File: config.mk
export PLATFORM = sky130hd
export DESIGN_NAME = biquad_iir_filter
export DESIGN_NICKNAME = d
export VERILOG_FILES = /design/src/sv/bqf_pkg.sv /design/src/sv/biquad_iir_filter.sv /design/src/sv/bqf_cfg.sv /design/src/sv/bqf_datapath.sv /design/src/sv/bqf_ctrl.sv
export VERILOG_INCLUDE_DIRS = /design/src /design/src/sv
export SDC_FILE = /design/constraint.sdc
export NUM_CORES = 2
export LEC_CHECK = 0
export BUFFER_PORTS_ARGS = -buffer_cell sky130_fd_sc_hd__buf_2
export CORE_ASPECT_RATIO = 0.8
export CORE_MARGIN = 2
export CORE_UTILIZATION = 35
export DETAILED_ROUTE_END_ITERATION = 8
export MAX_ROUTING_LAYER = met4
export PLACE_DENSITY = 0.48
export SYNTH_ARGS = -nofsm -noshare
export SYNTH_HDL_FRONTEND = slang
export SYNTH_SLANG_ARGS = --single-unit
File: constraint.sdc
create_clock -name clk_i -period 10.65 [get_ports clk_i]
set_input_delay 0.5325 -clock clk_i [delete_from_list [all_inputs] [get_ports clk_i]]
set_output_delay 0.5325 -clock clk_i [all_outputs]
set_load 0.02 [all_outputs]
File: src/sv/biquad_iir_filter_defines.svh
// assertion macros shared by the biquad filter rtl
// no dependencies; included by the modules that carry assertions
`ifndef BIQUAD_IIR_FILTER_DEFINES_SVH
`define BIQUAD_IIR_FILTER_DEFINES_SVH

`ifndef SYNTHESIS
// property checked on the rising clock edge, switched off while reset is low
`define BQF_ASSERT(lbl, clk, rstn, prop) \
  lbl: assert property (@(posedge clk) disable iff (!rstn) prop) \
    else $error("%m: assertion failed");
// property checked on the rising clock edge, also during reset
`define BQF_ASSERT_ALWAYS(lbl, clk, prop) \
  lbl: assert property (@(posedge clk) prop) \
    else $error("%m: assertion failed");
`else
`define BQF_ASSERT(lbl, clk, rstn, prop)
`define BQF_ASSERT_ALWAYS(lbl, clk, prop)
`endif

`endif

File: src/sv/bqf_pkg.sv
// shared types and constants of the biquad filter
// no dependencies
`default_nettype none

package bqf_pkg;

  localparam int SAMPLE_W   = 16;
  localparam int COEF_FRAC  = 15;
  localparam int COEF_W     = 18;
  localparam int INIT_W     = 32;
  localparam int STATE_W    = 40;
  localparam int PROD_W     = COEF_W + SAMPLE_W;
  localparam int ACC_W      = STATE_W + 2;
  localparam int CFG_DATA_W = 32;
  localparam int CFG_IDX_W  = 3;

  // 1.0 in the coefficient format
  localparam logic signed [COEF_W-1:0] COEF_ONE =
    {{(COEF_W-COEF_FRAC-1){1'b0}}, 1'b1, {COEF_FRAC{1'b0}}};

  typedef enum logic [CFG_IDX_W-1:0] {
    REG_B0,
    REG_B1,
    REG_B2,
    REG_A1,
    REG_A2,
    REG_INIT1,
    REG_INIT2
  } reg_idx_e;

  typedef enum logic [2:0] {
    S_IDLE,
    S_B0,
    S_Y,
    S_N1A,
    S_N1B,
    S_N2A,
    S_N2B,
    S_PUSH
  } state_e;

  typedef enum logic [2:0] {
    MUL_B0,
    MUL_B1,
    MUL_B2,
    MUL_A1,
    MUL_A2
  } mul_sel_e;

  typedef enum logic [2:0] {
    ACC_IDLE,
    ACC_Y,
    ACC_LOAD_D2,
    ACC_WR_D1,
    ACC_LOAD,
    ACC_WR_D2
  } acc_op_e;

  typedef struct packed {
    logic     load;
    logic     push;
    mul_sel_e mul_sel;
    acc_op_e  acc_op;
  } cmd_t;

  typedef struct packed {
    logic signed [COEF_W-1:0] b0;
    logic signed [COEF_W-1:0] b1;
    logic signed [COEF_W-1:0] b2;
    logic signed [COEF_W-1:0] a1;
    logic signed [COEF_W-1:0] a2;
    logic signed [INIT_W-1:0] init1;
    logic signed [INIT_W-1:0] init2;
  } cfg_t;

endpackage

`default_nettype wire

File: src/sv/biquad_iir_filter.sv
// top level of the second-order iir filter (transposed direct form ii)
// depends on bqf_pkg, bqf_cfg, bqf_ctrl, bqf_datapath
`default_nettype none

// biquad filter, one signed 16-bit sample in, one rounded and saturated sample
// out. coefficients b0 b1 b2 a1 a2 are signed q3.15 already divided by a0 and
// are written through the register port (index 0..6: b0, b1, b2, a1, a2,
// first initial state, second initial state); write them only while the
// filter is idle. a request with start_block_i set first loads both 40-bit
// delay states from the initial-state registers. one 18x16 multiplier is
// shared by the five products of a sample, so a request passes through the
// accept state, six multiply/accumulate steps and the hand-off before its
// result enters the output register. the next request is taken right after
// that hand-off while the previous result still waits in the output
// register; a stalled output only holds the sequencer once a second result
// is ready. saturated_o marks a clipped output sample; the delay states clip
// silently to 40 bits. no clearing pass after reset.

module biquad_iir_filter (
  input  wire logic                                clk_i,
  input  wire logic                                rst_ni,
  // register port
  input  wire logic                                cfg_we_i,
  input  wire logic [bqf_pkg::CFG_IDX_W-1:0]       cfg_idx_i,
  input  wire logic [bqf_pkg::CFG_DATA_W-1:0]      cfg_wdata_i,
  // input requests
  input  wire logic                                in_valid_i,
  output logic                                     in_stall_o,
  input  wire logic signed [bqf_pkg::SAMPLE_W-1:0] sample_in_i,
  input  wire logic                                start_block_i,
  // output requests
  output logic                                     out_valid_o,
  input  wire logic                                out_stall_i,
  output logic signed [bqf_pkg::SAMPLE_W-1:0]      sample_out_o,
  output logic                                     saturated_o
);

  bqf_pkg::cfg_t cfg;
  bqf_pkg::cmd_t cmd;

  // coefficient and initial-state registers
  bqf_cfg u_cfg (
    .clk_i       (clk_i),
    .rst_ni      (rst_ni),
    .cfg_we_i    (cfg_we_i),
    .cfg_idx_i   (cfg_idx_i),
    .cfg_wdata_i (cfg_wdata_i),
    .cfg_o       (cfg)
  );

  // sequencer: handshakes and multiply/accumulate schedule
  bqf_ctrl u_ctrl (
    .clk_i       (clk_i),
    .rst_ni      (rst_ni),
    .in_valid_i  (in_valid_i),
    .in_stall_o  (in_stall_o),
    .out_valid_o (out_valid_o),
    .out_stall_i (out_stall_i),
    .cmd_o       (cmd)
  );

  // shared multiplier, accumulator, delay states and output register
  bqf_datapath u_datapath (
    .clk_i         (clk_i),
    .rst_ni        (rst_ni),
    .cmd_i         (cmd),
    .cfg_i         (cfg),
    .sample_in_i   (sample_in_i),
    .start_block_i (start_block_i),
    .sample_out_o  (sample_out_o),
    .saturated_o   (saturated_o)
  );

endmodule

`default_nettype wire

File: src/sv/bqf_cfg.sv
// coefficient and initial-state register file of the biquad filter
// depends on bqf_pkg
`default_nettype none

module bqf_cfg (
  input  wire logic                             clk_i,
  input  wire logic                             rst_ni,
  input  wire logic                             cfg_we_i,
  input  wire logic [bqf_pkg::CFG_IDX_W-1:0]    cfg_idx_i,
  input  wire logic [bqf_pkg::CFG_DATA_W-1:0]   cfg_wdata_i,
  output bqf_pkg::cfg_t                         cfg_o
);

  bqf_pkg::cfg_t cfg_q, cfg_d;

  always_comb begin
    cfg_d = cfg_q;
    if (cfg_we_i) begin
      case (bqf_pkg::reg_idx_e'(cfg_idx_i))
        bqf_pkg::REG_B0:    cfg_d.b0    = cfg_wdata_i[bqf_pkg::COEF_W-1:0];
        bqf_pkg::REG_B1:    cfg_d.b1    = cfg_wdata_i[bqf_pkg::COEF_W-1:0];
        bqf_pkg::REG_B2:    cfg_d.b2    = cfg_wdata_i[bqf_pkg::COEF_W-1:0];
        bqf_pkg::REG_A1:    cfg_d.a1    = cfg_wdata_i[bqf_pkg::COEF_W-1:0];
        bqf_pkg::REG_A2:    cfg_d.a2    = cfg_wdata_i[bqf_pkg::COEF_W-1:0];
        bqf_pkg::REG_INIT1: cfg_d.init1 = cfg_wdata_i[bqf_pkg::INIT_W-1:0];
        bqf_pkg::REG_INIT2: cfg_d.init2 = cfg_wdata_i[bqf_pkg::INIT_W-1:0];
        default:            cfg_d = cfg_q;
      endcase
    end
  end

  always_ff @(posedge clk_i or negedge rst_ni) begin
    if (!rst_ni) begin
      cfg_q.b0    <= bqf_pkg::COEF_ONE;
      cfg_q.b1    <= '0;
      cfg_q.b2    <= '0;
      cfg_q.a1    <= '0;
      cfg_q.a2    <= '0;
      cfg_q.init1 <= '0;
      cfg_q.init2 <= '0;
    end else begin
      cfg_q <= cfg_d;
    end
  end

  assign cfg_o = cfg_q;

endmodule

`default_nettype wire

File: src/sv/bqf_datapath.sv
// biquad datapath: shared multiplier, accumulator, delay states, output register
// depends on bqf_pkg
`default_nettype none

module bqf_datapath (
  input  wire logic                                clk_i,
  input  wire logic                                rst_ni,
  input  wire bqf_pkg::cmd_t                       cmd_i,
  input  wire bqf_pkg::cfg_t                       cfg_i,
  input  wire logic signed [bqf_pkg::SAMPLE_W-1:0] sample_in_i,
  input  wire logic                                start_block_i,
  output logic signed [bqf_pkg::SAMPLE_W-1:0]      sample_out_o,
  output logic                                     saturated_o
);

  localparam int YF_W = bqf_pkg::ACC_W - bqf_pkg::COEF_FRAC;
  localparam int SW   = bqf_pkg::SAMPLE_W;
  localparam int STW  = bqf_pkg::STATE_W;
  localparam int AW   = bqf_pkg::ACC_W;
  localparam int PW   = bqf_pkg::PROD_W;
  localparam int IW   = bqf_pkg::INIT_W;

  localparam logic signed [AW-1:0] RND_HALF =
    {{(AW-bqf_pkg::COEF_FRAC){1'b0}}, 1'b1, {(bqf_pkg::COEF_FRAC-1){1'b0}}};
  localparam logic signed [YF_W-1:0] Y_MAX = {{(YF_W-SW+1){1'b0}}, {(SW-1){1'b1}}};
  localparam logic signed [YF_W-1:0] Y_MIN = {{(YF_W-SW+1){1'b1}}, {(SW-1){1'b0}}};
  localparam logic signed [AW-1:0]   D_MAX = {{(AW-STW+1){1'b0}}, {(STW-1){1'b1}}};
  localparam logic signed [AW-1:0]   D_MIN = {{(AW-STW+1){1'b1}}, {(STW-1){1'b0}}};

  logic signed [SW-1:0]  x_q;
  logic signed [SW-1:0]  y_q, y_d;
  logic                  sat_q, sat_d;
  logic signed [STW-1:0] d1_q, d1_d;
  logic signed [STW-1:0] d2_q, d2_d;
  logic signed [AW-1:0]  acc_q, acc_d;
  logic signed [PW-1:0]  prod_q, prod_d;

  logic signed [bqf_pkg::COEF_W-1:0] mul_a;
  logic signed [SW-1:0]              mul_b;
  logic signed [AW-1:0]              prod_ext, d1_ext, d2_ext, rnd, diff;
  logic signed [YF_W-1:0]            y_full;
  logic signed [STW-1:0]             diff_clip;

  // shared multiplier operand select
  always_comb begin
    mul_a = cfg_i.b0;
    mul_b = x_q;
    case (cmd_i.mul_sel)
      bqf_pkg::MUL_B0: begin mul_a = cfg_i.b0; mul_b = x_q; end
      bqf_pkg::MUL_B1: begin mul_a = cfg_i.b1; mul_b = x_q; end
      bqf_pkg::MUL_B2: begin mul_a = cfg_i.b2; mul_b = x_q; end
      bqf_pkg::MUL_A1: begin mul_a = cfg_i.a1; mul_b = y_q; end
      bqf_pkg::MUL_A2: begin mul_a = cfg_i.a2; mul_b = y_q; end
      default:         begin mul_a = cfg_i.b0; mul_b = x_q; end
    endcase
  end

  assign prod_d   = mul_a * mul_b;
  assign prod_ext = {{(AW-PW){prod_q[PW-1]}}, prod_q};
  assign d1_ext   = {{(AW-STW){d1_q[STW-1]}}, d1_q};
  assign d2_ext   = {{(AW-STW){d2_q[STW-1]}}, d2_q};

  // output sample: round half up, then clip to the sample range
  assign rnd    = prod_ext + d1_ext + RND_HALF;
  assign y_full = rnd[AW-1:bqf_pkg::COEF_FRAC];

  // state update: clip to the state range
  assign diff = acc_q - prod_ext;
  always_comb begin
    if (diff > D_MAX) begin
      diff_clip = D_MAX[STW-1:0];
    end else if (diff < D_MIN) begin
      diff_clip = D_MIN[STW-1:0];
    end else begin
      diff_clip = diff[STW-1:0];
    end
  end

  always_comb begin
    y_d   = y_q;
    sat_d = sat_q;
    acc_d = acc_q;
    d1_d  = d1_q;
    d2_d  = d2_q;
    if (cmd_i.load && start_block_i) begin
      d1_d = {{(STW-IW){cfg_i.init1[IW-1]}}, cfg_i.init1};
      d2_d = {{(STW-IW){cfg_i.init2[IW-1]}}, cfg_i.init2};
    end
    case (cmd_i.acc_op)
      bqf_pkg::ACC_IDLE: ;
      bqf_pkg::ACC_Y: begin
        if (y_full > Y_MAX) begin
          y_d   = Y_MAX[SW-1:0];
          sat_d = 1'b1;
        end else if (y_full < Y_MIN) begin
          y_d   = Y_MIN[SW-1:0];
          sat_d = 1'b1;
        end else begin
          y_d   = y_full[SW-1:0];
          sat_d = 1'b0;
        end
      end
      bqf_pkg::ACC_LOAD_D2: acc_d = prod_ext + d2_ext;
      bqf_pkg::ACC_WR_D1:   d1_d  = diff_clip;
      bqf_pkg::ACC_LOAD:    acc_d = prod_ext;
      bqf_pkg::ACC_WR_D2:   d2_d  = diff_clip;
      default: ;
    endcase
  end

  always_ff @(posedge clk_i or negedge rst_ni) begin
    if (!rst_ni) begin
      d1_q <= '0;
      d2_q <= '0;
    end else begin
      d1_q <= d1_d;
      d2_q <= d2_d;
    end
  end

  always_ff @(posedge clk_i) begin
    if (cmd_i.load) begin
      x_q <= sample_in_i;
    end
    prod_q <= prod_d;
    acc_q  <= acc_d;
    y_q    <= y_d;
    sat_q  <= sat_d;
    if (cmd_i.push) begin
      sample_out_o <= y_q;
      saturated_o  <= sat_q;
    end
  end

endmodule

`default_nettype wire

File: src/sv/bqf_ctrl.sv
// biquad sequencer: steps the shared multiplier and owns both handshakes
// depends on bqf_pkg and biquad_iir_filter_defines.svh
`default_nettype none
`include "biquad_iir_filter_defines.svh"

module bqf_ctrl (
  input  wire logic     clk_i,
  input  wire logic     rst_ni,
  input  wire logic     in_valid_i,
  output logic          in_stall_o,
  output logic          out_valid_o,
  input  wire logic     out_stall_i,
  output bqf_pkg::cmd_t cmd_o
);

  bqf_pkg::state_e state_q, state_d;
  logic            out_valid_q, out_valid_d;
  logic            accept;
  logic            slot_free;

  assign in_stall_o  = (state_q != bqf_pkg::S_IDLE);
  assign accept      = in_valid_i && !in_stall_o;
  assign slot_free   = !out_valid_q || !out_stall_i;
  assign out_valid_o = out_valid_q;

  // next state
  always_comb begin
    state_d = state_q;
    case (state_q)
      bqf_pkg::S_IDLE: if (accept) state_d = bqf_pkg::S_B0;
      bqf_pkg::S_B0:   state_d = bqf_pkg::S_Y;
      bqf_pkg::S_Y:    state_d = bqf_pkg::S_N1A;
      bqf_pkg::S_N1A:  state_d = bqf_pkg::S_N1B;
      bqf_pkg::S_N1B:  state_d = bqf_pkg::S_N2A;
      bqf_pkg::S_N2A:  state_d = bqf_pkg::S_N2B;
      bqf_pkg::S_N2B:  state_d = bqf_pkg::S_PUSH;
      bqf_pkg::S_PUSH: if (slot_free) state_d = bqf_pkg::S_IDLE;
      default:         state_d = bqf_pkg::S_IDLE;
    endcase
  end

  // commands; s_b0 to s_n2a each issue a product, s_y to s_n2b each consume the previous one
  always_comb begin
    cmd_o.load    = 1'b0;
    cmd_o.push    = 1'b0;
    cmd_o.mul_sel = bqf_pkg::MUL_B0;
    cmd_o.acc_op  = bqf_pkg::ACC_IDLE;
    case (state_q)
      bqf_pkg::S_IDLE: cmd_o.load = accept;
      bqf_pkg::S_B0:   cmd_o.mul_sel = bqf_pkg::MUL_B0;
      bqf_pkg::S_Y: begin
        cmd_o.mul_sel = bqf_pkg::MUL_B1;
        cmd_o.acc_op  = bqf_pkg::ACC_Y;
      end
      bqf_pkg::S_N1A: begin
        cmd_o.mul_sel = bqf_pkg::MUL_A1;
        cmd_o.acc_op  = bqf_pkg::ACC_LOAD_D2;
      end
      bqf_pkg::S_N1B: begin
        cmd_o.mul_sel = bqf_pkg::MUL_B2;
        cmd_o.acc_op  = bqf_pkg::ACC_WR_D1;
      end
      bqf_pkg::S_N2A: begin
        cmd_o.mul_sel = bqf_pkg::MUL_A2;
        cmd_o.acc_op  = bqf_pkg::ACC_LOAD;
      end
      bqf_pkg::S_N2B:  cmd_o.acc_op = bqf_pkg::ACC_WR_D2;
      bqf_pkg::S_PUSH: cmd_o.push = slot_free;
      default: ;
    endcase
  end

  assign out_valid_d = cmd_o.push || (out_valid_q && out_stall_i);

  always_ff @(posedge clk_i or negedge rst_ni) begin
    if (!rst_ni) begin
      state_q     <= bqf_pkg::S_IDLE;
      out_valid_q <= 1'b0;
    end else begin
      state_q     <= state_d;
      out_valid_q <= out_valid_d;
    end
  end

  `BQF_ASSERT(a_push_no_overwrite, clk_i, rst_ni, cmd_o.push |-> slot_free)
  `BQF_ASSERT(a_valid_from_push, clk_i, rst_ni,
              $rose(out_valid_q) |-> $past(state_q) == bqf_pkg::S_PUSH)
  `BQF_ASSERT(a_done_has_result, clk_i, rst_ni,
              (state_q == bqf_pkg::S_PUSH) ##1 (state_q == bqf_pkg::S_IDLE) |-> out_valid_q)
  `BQF_ASSERT(a_accept_starts, clk_i, rst_ni, accept |=> state_q == bqf_pkg::S_B0)

endmodule

`default_nettype wire

==> run_results.csv <==
group,metric,value,unit
sta,crit_share_post_route,0.933,
floorplan,chipWidth,340,um
yosys,post_synth_inst_count,3235,
worst_hold_path,worstHoldPathCells,1,
sta,timing.slew.headroom,0.106,
cts,clock_tree_from_tritoncts,"done",
global_routing,first_pass_grt_wire_length,151,mm
critical_path,worstPathArrival,10.41,ns
critical_path,cell_family_contributing_the_most_delay_on_the_critical_path,"adder cells",
sta,timing.final.max_slew_violations,0,
critical_path,worst_setup_path_end_kind,"flop",
yosys,postSynthAreaPerCell,9.77,um^2
cts,cts-buffers-inserted,44,
sta,max_clock_freq,0.101,GHz
yosys,xor_xnor_cell_area_share_of_the_yosys_netlist,0.0362,
placed_design,placer_congestion,0.927,
detailed_routing,vias_per_cell,5.22,
cts,post_cts_resized,0,
yosys,yosysMostFrequentCell,"sky130_fd_sc_hd__inv_1",
sta,timing.clock.skew,0.0423,ns
yosys,synth_seq_cells,363,
yosys,synth-adder-area-share,0.268,
yosys,synth.cells.most_frequent,"sky130_fd_sc_hd__inv_1 (451), sky130_fd_sc_hd__fa_1 (292), sky130_fd_sc_hd__nand2_1 (286), sky130_fd_sc_hd__dfrtp_1 (237), sky130_fd_sc_hd__nor2_1 (224)",
cts,h_tree_level_count,2,
detailed_routing,first_pass_iters,5,
worst_hold_path,hold_path_end,"u_datapath.x_q[13]$_DFFE_PP_",
cts,cts.sinks,363,
detailed_routing,drc,0,
cts,clk_root_buffer_cell,"sky130_fd_sc_hd__clkbuf_16",
flow_run,cap_viol_max_count,0,
critical_path,critical_path.slowest_cell,"sky130_fd_sc_hd__o21ai_0",
yosys,post_synth_instance_area,0.0316,mm^2
sta,setup_viol,0,
critical_path,critical_path_class,"reg2reg",
global_routing,grt.total_usage,0.221,
yosys,synth-compound-area-share,0.142,
placed_design,dp_hpwl,78.0,mm
global_routing,first_global_vias,23439,
run_status,status,"finished clean",
yosys,synth_top_family_by_area,"adder cells",
critical_path,worstReg2RegStart,"u_ctrl.state_q[0]$_DFFE_PN0P_",
floorplan,number_of_placement_rows,98,
global_routing,grt_max_degree,74,
yosys,netlist_top_cells_area,"sky130_fd_sc_hd__dfrtp_1 (19%), sky130_fd_sc_hd__fa_1 (18%), sky130_fd_sc_hd__edfxtp_1 (8.6%), sky130_fd_sc_hd__ha_1 (8.3%), sky130_fd_sc_hd__mux2_2 (5.9%)",
sta,layout_min_cycle_time,9.94,ns
floorplan,design.die.area,0.0928,mm^2
yosys,synth-async-reset-ratio,0.656,
yosys,syn_nets,3795,
yosys,synth_area_leader_cell,"sky130_fd_sc_hd__dfrtp_1",
yosys,post_synth_num_cell_types,92,
detailed_routing,route.antenna.remaining_nets,0,
detailed_routing,wirelength,98.8,mm
cts,cts-root-to-sink-buffers,3,
critical_path,cpPeakStageDelay,1.02,ns
critical_path,crit_path_frequent_cell,"sky130_fd_sc_hd__fa_1",
finish,layout-drive-gt1-share,0.130,
critical_path,reg2reg_depth,30,
sta,setup_repair_after_global_routing_missed_its_margin,"false",
yosys,post_synth_and_or_nand_nor_area_fraction,0.118,
global_routing,grt_antenna_before_repair,3,
floorplan,floorplan.initialDensity,0.354,
placed_design,io_buffers,75,
global_routing,grt_overflow_total,0,
worst_hold_path,worst_hold_startpoint,"sample_in_i[13]",
finish,areaGrowthSynthToFinish,10.8,%
sta,total_negative_slack,0,ns
critical_path,rrSetupSlack,0.71,ns
yosys,synthDominantCellAreaShare,0.188,
critical_path,crit_path_max_fanout,27,
critical_path,worstPathBufferInverterCount,6,
finish,finalNetCount,3859,
floorplan,placeableCoreArea,0.0894,mm^2
critical_path,required,11.12,ns
yosys,synth.area.mux_share,0.0709,
detailed_routing,detail_routed_net_length_per_standard_cell,21.8,um
sta,report.final.hold_viol_count,0,
detailed_routing,initialDrtViolationCount,1452,
yosys,yosysSeqAreaShare,0.296,
cts,clkSlewWorstSetupHoldPaths,0.06,ns
yosys,dominantRegCellSynth,"sky130_fd_sc_hd__dfrtp_1",
floorplan,floorplan.die.height,273,um
worst_hold_path,holdCritPathClass,"in2reg",
floorplan,i_o_pin_count,76,
cts,clock_latency_on_the_worst_skew_pair,0.62,ns
critical_path,r2r_end,"u_datapath.prod_q[30]$_DFF_P_",
sta,worstMarginPinSlew,1.33,ns
detailed_routing,routed-via-count,23697,
yosys,yosys_warnings,0,
critical_path,worst_setup_path_start_kind,"flop",
yosys,synth-edff-count,91,
==> how the worst max path moves through the flow <==
stage                                        startpoint                       endpoint  slack (ns)  cells after the start
after global placement    u_ctrl.state_q[0]$_DFFE_PN0P_  u_datapath.prod_q[30]$_DFF_P_        0.87                     30
final                     u_ctrl.state_q[0]$_DFFE_PN0P_  u_datapath.prod_q[30]$_DFF_P_        0.71                     30
after floorplan           u_ctrl.state_q[0]$_DFFE_PN0P_  u_datapath.prod_q[33]$_DFF_P_        1.50                     34
after global routing      u_ctrl.state_q[0]$_DFFE_PN0P_  u_datapath.prod_q[32]$_DFF_P_        0.13                     30
after CTS                 u_ctrl.state_q[0]$_DFFE_PN0P_  u_datapath.prod_q[30]$_DFF_P_        0.72                     30
after detailed placement  u_ctrl.state_q[0]$_DFFE_PN0P_  u_datapath.prod_q[30]$_DFF_P_        0.78                     30
==> logic make-up (layout without fill, tap and decap cells) <==
group                      after synthesis  in the layout
and+or+nand+nor                        801            801
adders and majority gates              503            503
DFF                                    363            363
buffers and inverters                  566            666
other                                    0              2
muxes                                  203            203
AOI/OAI and AO/OA                      669            669
xor gates and xnor gates               130            130
==> per-layer routing <==
metal	GRT usage	vias to the layer above	share of wire
li1	-	11141	-
met3	0.0313	93	0.055
met1	0.341	11875	0.52
met5	-	-	0
met2	0.306	588	0.41
met4	0.0401	0	0.016
==> state kept, by name, indices dropped and copies added (netlist names), 3 cells and up <==
| name | cells |
|---|---|
| u_datapath.acc_q | 41 |
| u_datapath.prod_q | 34 |
| u_datapath.y_q | 16 |
| u_cfg.cfg_o | 154 |
| u_datapath.d2_q | 40 |
| u_datapath.x_q | 16 |
| u_ctrl.state_q | 3 |
| u_datapath.sample_out_o | 16 |
| u_datapath.d1_q | 40 |
==> what timing repair did <==
item,in CTS,in global routing
setup buffers,0,0
setup endpoints to repair,0,0
hold buffers,1,0
hold endpoints to repair,59,0
==> cell type report <==
class / instances / area (um^2)
fillers: 8972 / 54300
multi-input cells: 2306 / 20200
flip-flops and latches: 363 / 9370
inverters: 451 / 1690
well taps: 1200 / 1500
clock buffers: 62 / 1260
repair buffers: 133 / 823
clock inverters: 20 / 225
diodes: 2 / 5.00
==> cell usage in the layout (no fill, tap or decap), types with 30 or more instances in the layout <==
master and instances:
sky130_fd_sc_hd__buf_4 57, sky130_fd_sc_hd__nand2_1 286, sky130_fd_sc_hd__nor2_1 221, sky130_fd_sc_hd__a22oi_1 53, sky130_fd_sc_hd__a21oi_1 174, sky130_fd_sc_hd__mux2i_1 30, sky130_fd_sc_hd__mux2_2 167, sky130_fd_sc_hd__clkbuf_16 45
sky130_fd_sc_hd__a21o_1 59, sky130_fd_sc_hd__inv_1 451, sky130_fd_sc_hd__fa_1 292, sky130_fd_sc_hd__xnor2_1 84, sky130_fd_sc_hd__xor2_1 45, sky130_fd_sc_hd__nand3_1 57, sky130_fd_sc_hd__edfxtp_1 91, sky130_fd_sc_hd__o21a_1 34
sky130_fd_sc_hd__buf_2 74, sky130_fd_sc_hd__nor3_1 30, sky130_fd_sc_hd__dfrtp_1 237, sky130_fd_sc_hd__o21ai_0 109, sky130_fd_sc_hd__nand2b_1 35, sky130_fd_sc_hd__ha_1 211, sky130_fd_sc_hd__dfxtp_1 34, sky130_fd_sc_hd__a211o_1 33
==> per-stage QoR <==
step | hold WS, ns | utilization | setup WS (ns) | instance area (um^2) | instances
3_5_place_dp | 0.412 | 0.375 | 0.775 | 33500 | 4452
4_1_cts | 0.0971 | 0.392 | 0.723 | 35000 | 4535
3_3_place_gp | 0.405 | 0.375 | 0.866 | 33500 | 4452
6_report | 0.126 | 0.392 | 0.710 | 35000 | 4537
2_1_floorplan | 0.237 | - | 1.50 | 31600 | 3235
5_1_grt | 0.0985 | 0.392 | 0.131 | 35000 | 4536
Power is not shown: default switching activity piles up to over one toggle a cycle in this logic, so the estimate is an artifact.
